## src/hdl/vfm_pkg.sv

```systemverilog
// Shared types, request codes and face tables for the voxel face mesher.
package vfm_pkg;

    localparam int CHUNK_EDGE_DEF = 16;

    localparam logic [1:0] REQ_WRITE  = 2'd0;
    localparam logic [1:0] REQ_MESH   = 2'd1;
    localparam logic [1:0] REQ_REPORT = 2'd2;

    localparam logic [2:0] FACE_LAST   = 3'd5;
    localparam logic [2:0] CORNER_LAST = 3'd5;
    localparam logic [2:0] RD_LAST     = 3'd6;

    // corner offsets per face, dx<<2 | dy<<1 | dz, in triangle order
    localparam logic [2:0] FACE_CORNERS [0:5][0:5] = '{
        '{3'd3, 3'd2, 3'd0, 3'd0, 3'd1, 3'd3},
        '{3'd7, 3'd5, 3'd4, 3'd4, 3'd6, 3'd7},
        '{3'd0, 3'd4, 3'd5, 3'd5, 3'd1, 3'd0},
        '{3'd2, 3'd3, 3'd7, 3'd7, 3'd6, 3'd2},
        '{3'd0, 3'd2, 3'd6, 3'd6, 3'd4, 3'd0},
        '{3'd1, 3'd5, 3'd7, 3'd7, 3'd3, 3'd1}
    };

    localparam logic [3:0] FACE_CODE [0:5] = '{4'h9, 4'h1, 4'hA, 4'h2, 4'hC, 4'h4};

    typedef struct packed {
        logic [1:0] req_type;
        logic [3:0] pos_x;
        logic [3:0] pos_y;
        logic [3:0] pos_z;
        logic [7:0] voxel_type;
    } t_req;

    typedef struct packed {
        logic        vertex_valid;
        logic [14:0] vertex_word;
        logic [11:0] attr_word;
        logic [17:0] vertex_index;
        logic        last;
    } t_res;

    typedef struct packed {
        logic       load;
        logic       clr;
        logic       wr;
        logic       rd_en;
        logic [2:0] rd_idx;   // 0 center, 1..6 neighbor faces
        logic       emit;
        logic [2:0] face;
        logic [2:0] corner;
        logic       last;
        logic       report;
    } t_cmd;

    typedef struct packed {
        logic       clr_done;
        logic       type_nz;
        logic [5:0] mask;     // one bit per exposed face
    } t_sts;

endpackage

```

## src/hdl/vfm_ctrl.sv

```systemverilog
// Controller: sequences clearing, writes, neighbor reads, face emission and reports.
module vfm_ctrl (
    input  logic          i_clk,
    input  logic          i_rst_n,
    input  logic          i_start,
    input  logic [1:0]    i_req_type,
    input  vfm_pkg::t_sts i_sts,
    output vfm_pkg::t_cmd o_cmd,
    output logic          o_busy
);

    typedef enum logic [2:0] {
        S_CLR, S_IDLE, S_WR, S_RD, S_WT, S_DEC, S_EMIT, S_RPT
    } t_state;

    t_state     r_state;
    logic [2:0] r_idx;
    logic [2:0] r_face;
    logic [2:0] r_corner;

    logic [2:0] first_face;
    logic [2:0] next_face;
    logic       more;

    // lowest exposed face, and next exposed face above the current one
    always_comb begin
        first_face = 3'd0;
        next_face  = 3'd0;
        more       = 1'b0;
        for (int i = 5; i >= 0; i--) begin
            if (i_sts.mask[i]) begin
                first_face = 3'(i);
            end
            if (i_sts.mask[i] && (3'(i) > r_face)) begin
                next_face = 3'(i);
                more      = 1'b1;
            end
        end
    end

    always_comb begin
        o_cmd        = '0;
        o_cmd.load   = (r_state == S_IDLE) && i_start;
        o_cmd.clr    = (r_state == S_CLR);
        o_cmd.wr     = (r_state == S_WR);
        o_cmd.rd_en  = (r_state == S_RD);
        o_cmd.rd_idx = (r_state == S_RD) ? r_idx : 3'd0;
        o_cmd.emit   = (r_state == S_EMIT);
        o_cmd.face   = r_face;
        o_cmd.corner = r_corner;
        o_cmd.last   = (r_corner == vfm_pkg::CORNER_LAST) && !more;
        o_cmd.report = (r_state == S_RPT);
    end

    assign o_busy = (r_state != S_IDLE);

    always_ff @(posedge i_clk) begin
        if (!i_rst_n) begin
            r_state  <= S_CLR;
            r_idx    <= 3'd0;
            r_face   <= 3'd0;
            r_corner <= 3'd0;
        end else begin
            unique case (r_state)
                S_CLR: begin
                    if (i_sts.clr_done) begin
                        r_state <= S_IDLE;
                    end
                end
                S_IDLE: begin
                    r_idx <= 3'd0;
                    if (i_start) begin
                        unique case (i_req_type)
                            vfm_pkg::REQ_WRITE:  r_state <= S_WR;
                            vfm_pkg::REQ_MESH:   r_state <= S_RD;
                            vfm_pkg::REQ_REPORT: r_state <= S_RPT;
                            default:             r_state <= S_IDLE;
                        endcase
                    end
                end
                S_WR:  r_state <= S_IDLE;
                S_RPT: r_state <= S_IDLE;
                S_RD: begin
                    r_idx <= r_idx + 3'd1;
                    if (r_idx == vfm_pkg::RD_LAST) begin
                        r_state <= S_WT;
                    end
                end
                S_WT:  r_state <= S_DEC;
                S_DEC: begin
                    r_face   <= first_face;
                    r_corner <= 3'd0;
                    if (!i_sts.type_nz || (i_sts.mask == 6'd0)) begin
                        r_state <= S_IDLE;
                    end else begin
                        r_state <= S_EMIT;
                    end
                end
                S_EMIT: begin
                    if (r_corner == vfm_pkg::CORNER_LAST) begin
                        r_corner <= 3'd0;
                        if (more) begin
                            r_face <= next_face;
                        end else begin
                            r_state <= S_IDLE;
                        end
                    end else begin
                        r_corner <= r_corner + 3'd1;
                    end
                end
                default: r_state <= S_IDLE;
            endcase
        end
    end

endmodule

```

## config.mk

```make
export PLATFORM = sky130hd
export DESIGN_NAME = vfm_ctrl
export DESIGN_NICKNAME = d
export VERILOG_FILES = /design/src/hdl/vfm_pkg.sv /design/src/hdl/vfm_ctrl.sv
export SDC_FILE = /design/constraint.sdc
export NUM_CORES = 1
export LEC_CHECK = 0
export ABC_AREA = 1
export BUFFER_PORTS_ARGS = -buffer_cell sky130_fd_sc_hd__clkbuf_2
export CORE_UTILIZATION = 30
export CTS_CLUSTER_SIZE = 28
export DETAILED_ROUTE_END_ITERATION = 8
export GPL_TIMING_DRIVEN = 0
export PLACE_DENSITY = 0.5
export SLEW_MARGIN = 5
export SYNTH_ARGS = -nofsm -noshare
export SYNTH_HDL_FRONTEND = slang
export SYNTH_SLANG_ARGS = --single-unit
```

## constraint.sdc

```tcl
create_clock -name i_clk -period 2.8 [get_ports i_clk]
set_input_delay 0.7 -clock i_clk [delete_from_list [all_inputs] [get_ports i_clk]]
set_output_delay 0.7 -clock i_clk [all_outputs]
set_load 0.02 [all_outputs]
```

==> run summary, run 1 <==
Clock Path Buffers = 2
Routed Antenna Nets = 0
Crit end category = output port
Initial Util = 31.99%
Hold WC Path Type = flop to flop
Syn Area/Cell = 6.394 sq um
Worst path arrival time = 1.49 ns
Pre-Repair DR Iteration Count = 4
Ranking of synthesized cells by area = dfxtp_1, nand2_1, nor2_1
Width of the die = 59.29 um
Worst-Skew Late Latency = 0.27 ns
Yosys reg bits = 12
Routed length per placed instance = 9.574 um
DIE AREA = 3515 sq um
Number of vias per cell = 4.417
Reg clk slew, reported paths = 0.08 ns
Slew HR = 79.27%
CTS tree = done
Status = completed
Final worst-path cycle share = 78.04%
Final hold viol count = 0
HP Start = r_idx[2]
Post-synth EDFFs = 0
Leak = 0.6259 nW
Clock Tree Root = clkbuf_4
Max incr delay on CP = 0.24 ns
Placed Area = 1180 sq um
I/O pin count = 30
Die height = 59.29 um
Largest net degree at the start of global routing = 10
Post-CTS Hold Buffers = 0
Reg2reg end = r_face[1]
Max-Cap Viols = 0
CTS Buf Count = 3
Worst-path fanout max = 3
Layout cells sized above 1 = 31.18%
Placement row count = 20
Post-synth top cells = nand2_1, nor2_1, inv_1
Total negative slack = 0 ns
Startpoint types = input pin
Final Power = 0.8373 mW
Total track usage = 13.82%
Synth Warn # = 0
Max rail drop VDD = 0.3047 mV
# resized after CTS = 0
Clk_skew = 0.004647 ns
Post-synth top area cell = dfxtp_1
Pwr dens = 688.5 nW/um^2
FF-to-FF setup slack = 1.34 ns
Count of unique library cells instantiated by Yosys = 31
WHS Path Cells = 1
First-pass GRT wire length = 3684 um
Post-Syn Nets = 169
Seq/Total Area, Yosys = 24.40%
Post-CTS Setup Repair Bufs = 0
Initial antenna violation count = 0
Clk sinks = 12
Remaining Overflow, GRT = 0
Crit-path cells = clkbuf_2, nand2_1, nor2_2, nor2_1, nand2_1, nor2_1, clkbuf_2
Half-perimeter wire length of the detailed placement result = 1851 um
Core Region = 3078 sq um
Ys async rst share = 0%
I/O Buffers = 28
Slew Viols, Final = 0
Vias = 1016
Ant. Diodes = 0
Most common cell in the synthesized netlist = nand2_1
Tmin final = 2.185 ns
Post-Route WL = 2202 um
Hold Path End = r_idx[2]
Detailed-route DRC error count = 0
Fin area = 1216 sq um
R2R cell count = 9
Number of global-route vias before repair = 901
Final setup viols = 0
Worst Tran Pin Value = 0.3031 ns
H-tree depth = 1
RSZ-0062 raised after global routing = false
GP Congestion = 0.7813
Crit Path Class = input pin to output port
Critical Path RT = 2.10 ns
Worst r2r src = r_state[2]
Area delta synth->final = 23.51%
Iter 0 DRT Violations = 22
Final-stage net count = 202
Slowest cell on crit path = nor2_2
Post-Syn Area = 984.7 sq um
Synth Instances = 154
Main synth FF type = dfxtp_1
Yosys top cell area share = 24.40%
Fmax achieved = 457.6 MHz
-- critical path: cells and delay by family --
family / cells / cell delay, ns
buffers and inverters: 2 / 0.25
AND/OR/NAND/NOR: 5 / 0.54
-- metrics by stage --
stage,worst slack (ns),instances,util [%],hold slack (ns)
floorplan,0.7743,154,-,0.4344
global placement,0.6037,226,38.33,0.4526
detailed placement,0.6080,226,38.33,0.4714
CTS,0.5882,230,39.51,0.4861
global route,0.4987,230,39.51,0.5122
finish,0.6149,230,39.51,0.4794
-- kinds of logic after synthesis --
group,synth area share (%)
and+or+nand+nor,48.03
buffers and inverters,11.18
AOI/OAI and AO/OA,13.85
DFF,24.40
adders and majority gates,2.541
-- report_power, final --
part,switching [mW],total [mW],internal (mW)
clock,0.0608,0.140,0.0790
combinational,0.300,0.460,0.159
sequential,0.0322,0.238,0.206
total,0.393,0.837,0.444
-- cells in the final DEF (no fill, tap or decap), drive strengths merged --
cell     netlist  final
inv           24     24
nand3         17     17
a2bb2oi        1      1
a31oi          1      1
o21ai          5      5
a2111oi        1      1
nand3b         2      2
o21bai         1      1
clkinv         1      1
buf            1      1
dfxtp         12     12
clkbuf         1     33
nor2          28     28
a21boi         1      1
a21oi          9      9
nand2         44     44
a311oi         1      1
nor3           2      2
ha             2      2
-- sequential cells by signal (all words and copies together) (netlist names) --
name and count:
r_state 3, r_corner 3, r_face 3, r_idx 3
-- layout make-up --
cell class | instances | area (sq um)
multi-input combinational | 115 | 634.4
clock buffer | 4 | 36.28
fill | 349 | 1862
inverter | 25 | 100.1
timing repair buffer | 28 | 140.1
tap | 44 | 55.05
sequential | 12 | 240.2
buffer | 2 | 10.01
-- metal layers --
layer | up-vias | track usage (%) | routed length, um
li1 | 560 | - | -
met1 | 431 | 16.45 | 1017
met2 | 23 | 24.24 | 1072
met3 | 2 | 4.148 | 103
met4 | 0 | 3.061 | 8
met5 | - | 0 | 0
-- worst max-delay path by stage --
stage	from	end	slack (ns)
CTS	r_face[1]	o_cmd[1]	0.59
finish	i_sts[1]	o_cmd[1]	0.61
detailed placement	i_sts[1]	o_cmd[1]	0.61
global route	r_face[1]	o_cmd[1]	0.50
global placement	i_sts[1]	o_cmd[1]	0.60
floorplan	i_sts[4]	o_cmd[1]	0.77
Note: power is estimated with default switching activity, not from simulation.
==> inputs of run 2 (changes only) <==
- clock period: 2.8 -> 2.1 ns (I/O delays scaled with it)
==> run 2 against run 1 <==
Non-clock buffer count is the same. Via count shrank 0.39%. Critical path depth is the same. Largest power group unchanged.
==> run summary, run 2 (synthesis results as in run 1) <==
Startpoint types = flop (was input pin)
# resized after CTS = 0 (unchanged)
Comb power frac = 54.9% (about the same)
Clock Path Buffers = 2 (unchanged)
R2R cell count = 9 (unchanged)
Post-CTS Hold Buffers = 0 (unchanged)
Clk network pwr share = 16.6% (was 16.7%)
P_int = 0.5929 mW (was 0.4439 mW)
Leading cell type in the layout, fill and taps excluded = nand2_1 (unchanged)
Max-Cap Viols = 0 (unchanged)
Initial antenna violation count = 0 (unchanged)
Worst r2r src = r_state[2] (unchanged)
Core Region = 3078 sq um (unchanged)
Routed length per placed instance = 9.539 um (was 9.574 um)
RSZ-0062 raised after global routing = false (unchanged)
Final hold viol count = 0 (unchanged)
Iter 0 DRT Violations = 23 (was 22)
CP top delay family = simple AND/OR/NAND/NOR gates (unchanged)
Critical Path RT = 1.57 ns (was 2.10 ns)
Slowest cell on crit path = dfxtp_1 (was nor2_2)
Total track usage = 13.82% (unchanged)
Routed Antenna Nets = 0 (unchanged)
HP Start = r_idx[2] (unchanged)
Tmin final = 1.973 ns
CP Buf/Inv Count = 2 (unchanged)
Fillers = 347 (was 349)
Placement row count = 20 (unchanged)
Vias = 1012 (was 1016)
Most frequent cells in the layout = nand2_1, clkbuf_2, nor2_1 (unchanged)
Clock Tree Root = clkbuf_4 (unchanged)
Number of vias per cell = 4.400 (was 4.417)
GP Congestion = 0.7813 (unchanged)
Post-Route WL = 2194 um (was 2202 um)
Crit-path cells = inv_1, nand2_1, nand2_1, a21boi_4, nand2_1, nor2_1, buf_4 (was clkbuf_2, nand2_1, nor2_2, nor2_1, nand2_1, nor2_1, clkbuf_2)
Crit Path Class = flop to output port (was input pin to output port)
Worst Tran Pin Value = 0.3031 ns (unchanged)
Reg area = 241.5 sq um (was 240.2 sq um)
Width of the die = 59.29 um (unchanged)
Detailed-route DRC error count = 0 (unchanged)
Worst-Skew Late Latency = 0.27 ns (about the same)
Hold WC Path Type = flop to flop (unchanged)
Final setup viols = 0 (unchanged)
CTS tree = done (unchanged)
Worst path arrival time = 1.45 ns (was 1.49 ns)
Initial Util = 31.99% (unchanged)
Slew HR = 79.27% (unchanged)
I/O Buffers = 28 (unchanged)
FF-to-FF setup slack = 0.63 ns (was 1.34 ns)
Clk_skew = 0.002740 ns (was 0.004647 ns)
Remaining Overflow, GRT = 0 (unchanged)
First-pass GRT wire length = 3684 um (unchanged)
Largest net degree at the start of global routing = 10 (unchanged)
Worst-path fanout max = 3 (unchanged)
Number of global-route vias before repair = 901 (unchanged)
Hold Path End = r_idx[2] (unchanged)
Final worst-path cycle share = 93.93%
DIE AREA = 3515 sq um (unchanged)
Net Sw Power = 0.5227 mW (was 0.3935 mW)
Ant. Diodes = 0 (unchanged)
Clk sinks = 12 (unchanged)
WHS Path Cells = 1 (unchanged)
Status = completed (unchanged)
Pwr dens = 914.5 nW/um^2 (was 688.5 nW/um^2)
H-tree depth = 1 (unchanged)
CTS Buf Count = 3 (unchanged)
Final-stage net count = 202 (unchanged)
Pre-Repair DR Iteration Count = 4 (unchanged)
Max incr delay on CP = 0.35 ns (was 0.24 ns)
Switching part of the total = 46.85% (was 46.99%)
Crit end category = output port (unchanged)
Slew Viols, Final = 0 (unchanged)
Reg2reg end = r_face[1] (unchanged)
Seq pwr share = 28.5% (was 28.4%)
Total negative slack = 0 ns (unchanged)
Die height = 59.29 um (unchanged)
Final Power = 1.116 mW (was 0.8373 mW)
I/O pin count = 30 (unchanged)
Post-CTS Setup Repair Bufs = 0 (unchanged)
Area delta synth->final = 23.89% (was 23.51%)
Fmax achieved = 507.0 MHz
Most used cell along the critical path = nand2_1
Leak = 0.6273 nW (was 0.6259 nW)
Half-perimeter wire length of the detailed placement result = 1851 um (unchanged)
Max rail drop VDD = 0.4066 mV (was 0.3047 mV)
Multi-input combinational cell area = 634.4 sq um (unchanged)
Layout cells sized above 1 = 31.72% (was 31.18%)
Reg clk slew, reported paths = 0.08 ns (about the same)
run 2: worst max-delay path by stage:
| stage | startpoint | to | slack (ns) | depth (start not counted) |
|---|---|---|---|---|
| finish | r_face[0] | o_cmd[1] | 0.13 | 7 |
| detailed placement | i_sts[1] | o_cmd[1] | 0.26 | 7 |
| global placement | i_sts[1] | o_cmd[1] | 0.25 | 7 |
| global route | r_face[0] | o_cmd[1] | 0.003 | 7 |
| CTS | r_face[1] | o_cmd[1] | 0.06 | 7 |
| floorplan | r_face[1] | o_cmd[1] | 0.31 | 6 |
run 2: stage by stage:
step	hold slack [ns]	util, %	setup WS, ns	cell area, sq um	instances
finish	0.4795	39.63	0.1275	1220	230
CTS	0.4861	39.51	0.06320	1216	230
global route	0.5122	39.63	0.002915	1220	230
floorplan	0.4344	-	0.3064	984.7	154
global placement	0.4526	38.33	0.2537	1180	226
detailed placement	0.4714	38.33	0.2580	1180	226
run 2: final cells by class:
class                   count  area share (%)
inverters                  25           8.205
well taps                  44           4.513
plain buffers               2          0.8205
repair buffers             28           11.69
flip-flops and latches     12           19.79
clock buffers               4           2.974
multi-input cells         115           52.00
run 2: layer usage:
metal / global-route usage [%] / wire (um) / share of wire (%) / up-vias
met5: 0 / 0 / 0 / -
met4: 3.061 / 13 / 0.59 / 0
met3: 4.148 / 104 / 4.7 / 2
met2: 24.24 / 1060 / 48 / 23
met1: 16.45 / 1015 / 46 / 429
li1: - / - / - / 558
run 2: power by group through the flow:
stage	sequential, mW	clock [mW]	combinational [mW]
global placement	0.322	0	0.612
floorplan	0.336	0	0.462
global route	0.324	0.211	0.688
finish	0.318	0.185	0.613
CTS	0.317	0.195	0.619
detailed placement	0.321	0	0.618
==> inputs of run 3 (changes only) <==
- CORE_ASPECT_RATIO: not set -> 1.75
==> run 3 against run 2 <==
Critical path depth unchanged. Die area increased by 0.27%. Total power increased by 7.8%. Clock power increased by 43%. Worst hold slack improved by 0.0093 ns. Register-to-register slack got worse by 0.02 ns. Worst setup slack got worse by 0.0029 ns. First-iteration DRC count decreased by 83%. Core utilization decreased by 0.37 points. Critical path type unchanged. Critical endpoint unchanged.
==> run summary, run 3 (synthesis results as in run 1) <==
Routed Antenna Nets = 0 (unchanged)
Detailed-route DRC error count = 0 (unchanged)
Final Power = 1.203 mW (was 1.116 mW)
Fmax achieved = 506.2 MHz (was 507.0 MHz)
CTS Buf Count = 3 (unchanged)
Max-Cap Viols = 0 (unchanged)
Largest net degree at the start of global routing = 10 (unchanged)
Pre-CTS worst setup slack = 0.2529 ns (was 0.2580 ns)
Routed length per placed instance = 10.29 um (was 9.539 um)
Initial antenna violation count = 0 (unchanged)
Clock Path Buffers = 2 (unchanged)
Half-perimeter wire length of the detailed placement result = 1981 um (was 1851 um)
Final-stage net count = 202 (unchanged)
Crit Path Class = flop to output port (unchanged)
Ant. Diodes = 0 (unchanged)
GP Congestion = 0.7764 (was 0.7813)
I/O pin count = 30 (unchanged)
Slew Viols, Final = 0 (unchanged)
Number of global-route vias before repair = 945 (was 901)
Final WS setup = 0.1245 ns (was 0.1275 ns)
Final hold viol count = 0 (unchanged)
H-tree depth = 1 (unchanged)
Layout cells sized above 1 = 31.18% (was 31.72%)
Post-Route WL = 2356 um (was 2194 um)
Leading cell type in the layout, fill and taps excluded = nand2_1 (unchanged)
Core Region = 3142 sq um (was 3078 sq um)
Pwr dens = 974.9 nW/um^2 (was 914.5 nW/um^2)
Final setup viols = 0 (unchanged)
Final worst-path cycle share = 94.07% (was 93.93%)
Status = completed (unchanged)
# resized after CTS = 0 (unchanged)
Max rail drop VDD = 0.5772 mV (was 0.4066 mV)
Width of the die = 45.31 um (was 59.29 um)
RSZ-0062 raised after global routing = false (unchanged)
Crit end category = output port (unchanged)
Pre-Repair DR Iteration Count = 4 (unchanged)
Critical Path RT = 1.57 ns (about the same)
Post-CTS Setup Repair Bufs = 0 (unchanged)
Placement row count = 27 (was 20)
Number of vias per cell = 4.480 (was 4.400)
CTS tree = done (unchanged)
Hold WC Path Type = flop to flop (unchanged)
Clk_skew = 0.006959 ns (was 0.002740 ns)
Leak = 0.6336 nW (was 0.6273 nW)
Tmin final = 1.975 ns (was 1.973 ns)
Clock Tree Root = clkbuf_8 (was clkbuf_4)
Iter 0 DRT Violations = 4 (was 23)
Worst path arrival time = 1.45 ns (about the same)
I/O Buffers = 28 (unchanged)
Most frequent cells in the layout = nand2_1, clkbuf_2, nor2_1 (unchanged)
Total track usage = 14.48% (was 13.82%)
Die height = 77.79 um (was 59.29 um)
Worst Tran Pin Value = 0.2923 ns (was 0.3031 ns)
Initial Util = 31.34% (was 31.99%)
Startpoint types = flop (unchanged)
Worst-path fanout max = 3 (unchanged)
Slew HR = 80.01% (was 79.27%)
Post-CTS Hold Buffers = 0 (unchanged)
Total negative slack = 0 ns (unchanged)
Clk sinks = 12 (unchanged)
Area delta synth->final = 25.29% (was 23.89%)
Remaining Overflow, GRT = 0 (unchanged)
DIE AREA = 3525 sq um (was 3515 sq um)
Worst-Skew Late Latency = 0.25 ns (was 0.27 ns)
First-pass GRT wire length = 3815 um (was 3684 um)
Vias = 1026 (was 1012)
Reg clk slew, reported paths = 0.06 ns (was 0.08 ns)
[run 3: cell types whose count changed in the layout (fill, tap and decap cells not counted), sizes merged]
cell,before,now
buf,2,1
clkbuf,32,33
[run 3: routing by layer]
metal / global-route usage [%] / wire, um / up-vias
met5: 0 / 0 / -
met4: 5.455 / 42 / 0
met3: 2.093 / 92 / 5
met2: 27.25 / 1271 / 28
met1: 14.89 / 950 / 442
li1: - / - / 551
[run 3: power breakdown]
part / switching, mW / internal (mW)
registers: 0.0432 / 0.275
clock network: 0.0991 / 0.166
logic: 0.408 / 0.212
total: 0.550 / 0.653
[run 3: cell type report]
class / instances / area [sq um]
Inverter: 25 / 100.1
Timing Repair Buffer: 28 / 140.1
Tap cell: 43 / 53.80
Buffer: 2 / 10.01
Clock buffer: 4 / 55.05
Multi-Input combinational cell: 115 / 634.4
Fill cell: 371 / 1908
Sequential cell: 12 / 240.2
[run 3: through the flow]
step | area, sq um | util, % | hold slack [ns] | std cells
3_3_place_gp | 1179 | 37.51 | 0.4496 | 225
3_5_place_dp | 1179 | 37.51 | 0.4710 | 225
2_1_floorplan | 984.7 | - | 0.4344 | 154
4_1_cts | 1234 | 39.27 | 0.4855 | 229
5_1_grt | 1234 | 39.27 | 0.5063 | 229
6_report | 1234 | 39.27 | 0.4887 | 229
[run 3: final timing paths]
check	start	end	slack [ns]	cells after the start
worst min-delay path	r_idx[2]	r_idx[2]	0.49	1
worst max register to register	r_state[2]	r_face[0]	0.61	9
worst max-delay path	r_face[1]	o_cmd[1]	0.12	7
worst min register to register	r_idx[2]	r_idx[2]	0.49	1
[run 3: worst max-delay path: stages, from the launching register on]
cell and delay, ns:
dfxtp_1 0.34, inv_1 0.08, nand2_1 0.12, nand2_1 0.11, a21boi_4 0.18, nand2_1 0.10
nor2_1 0.11, clkbuf_2 0.18
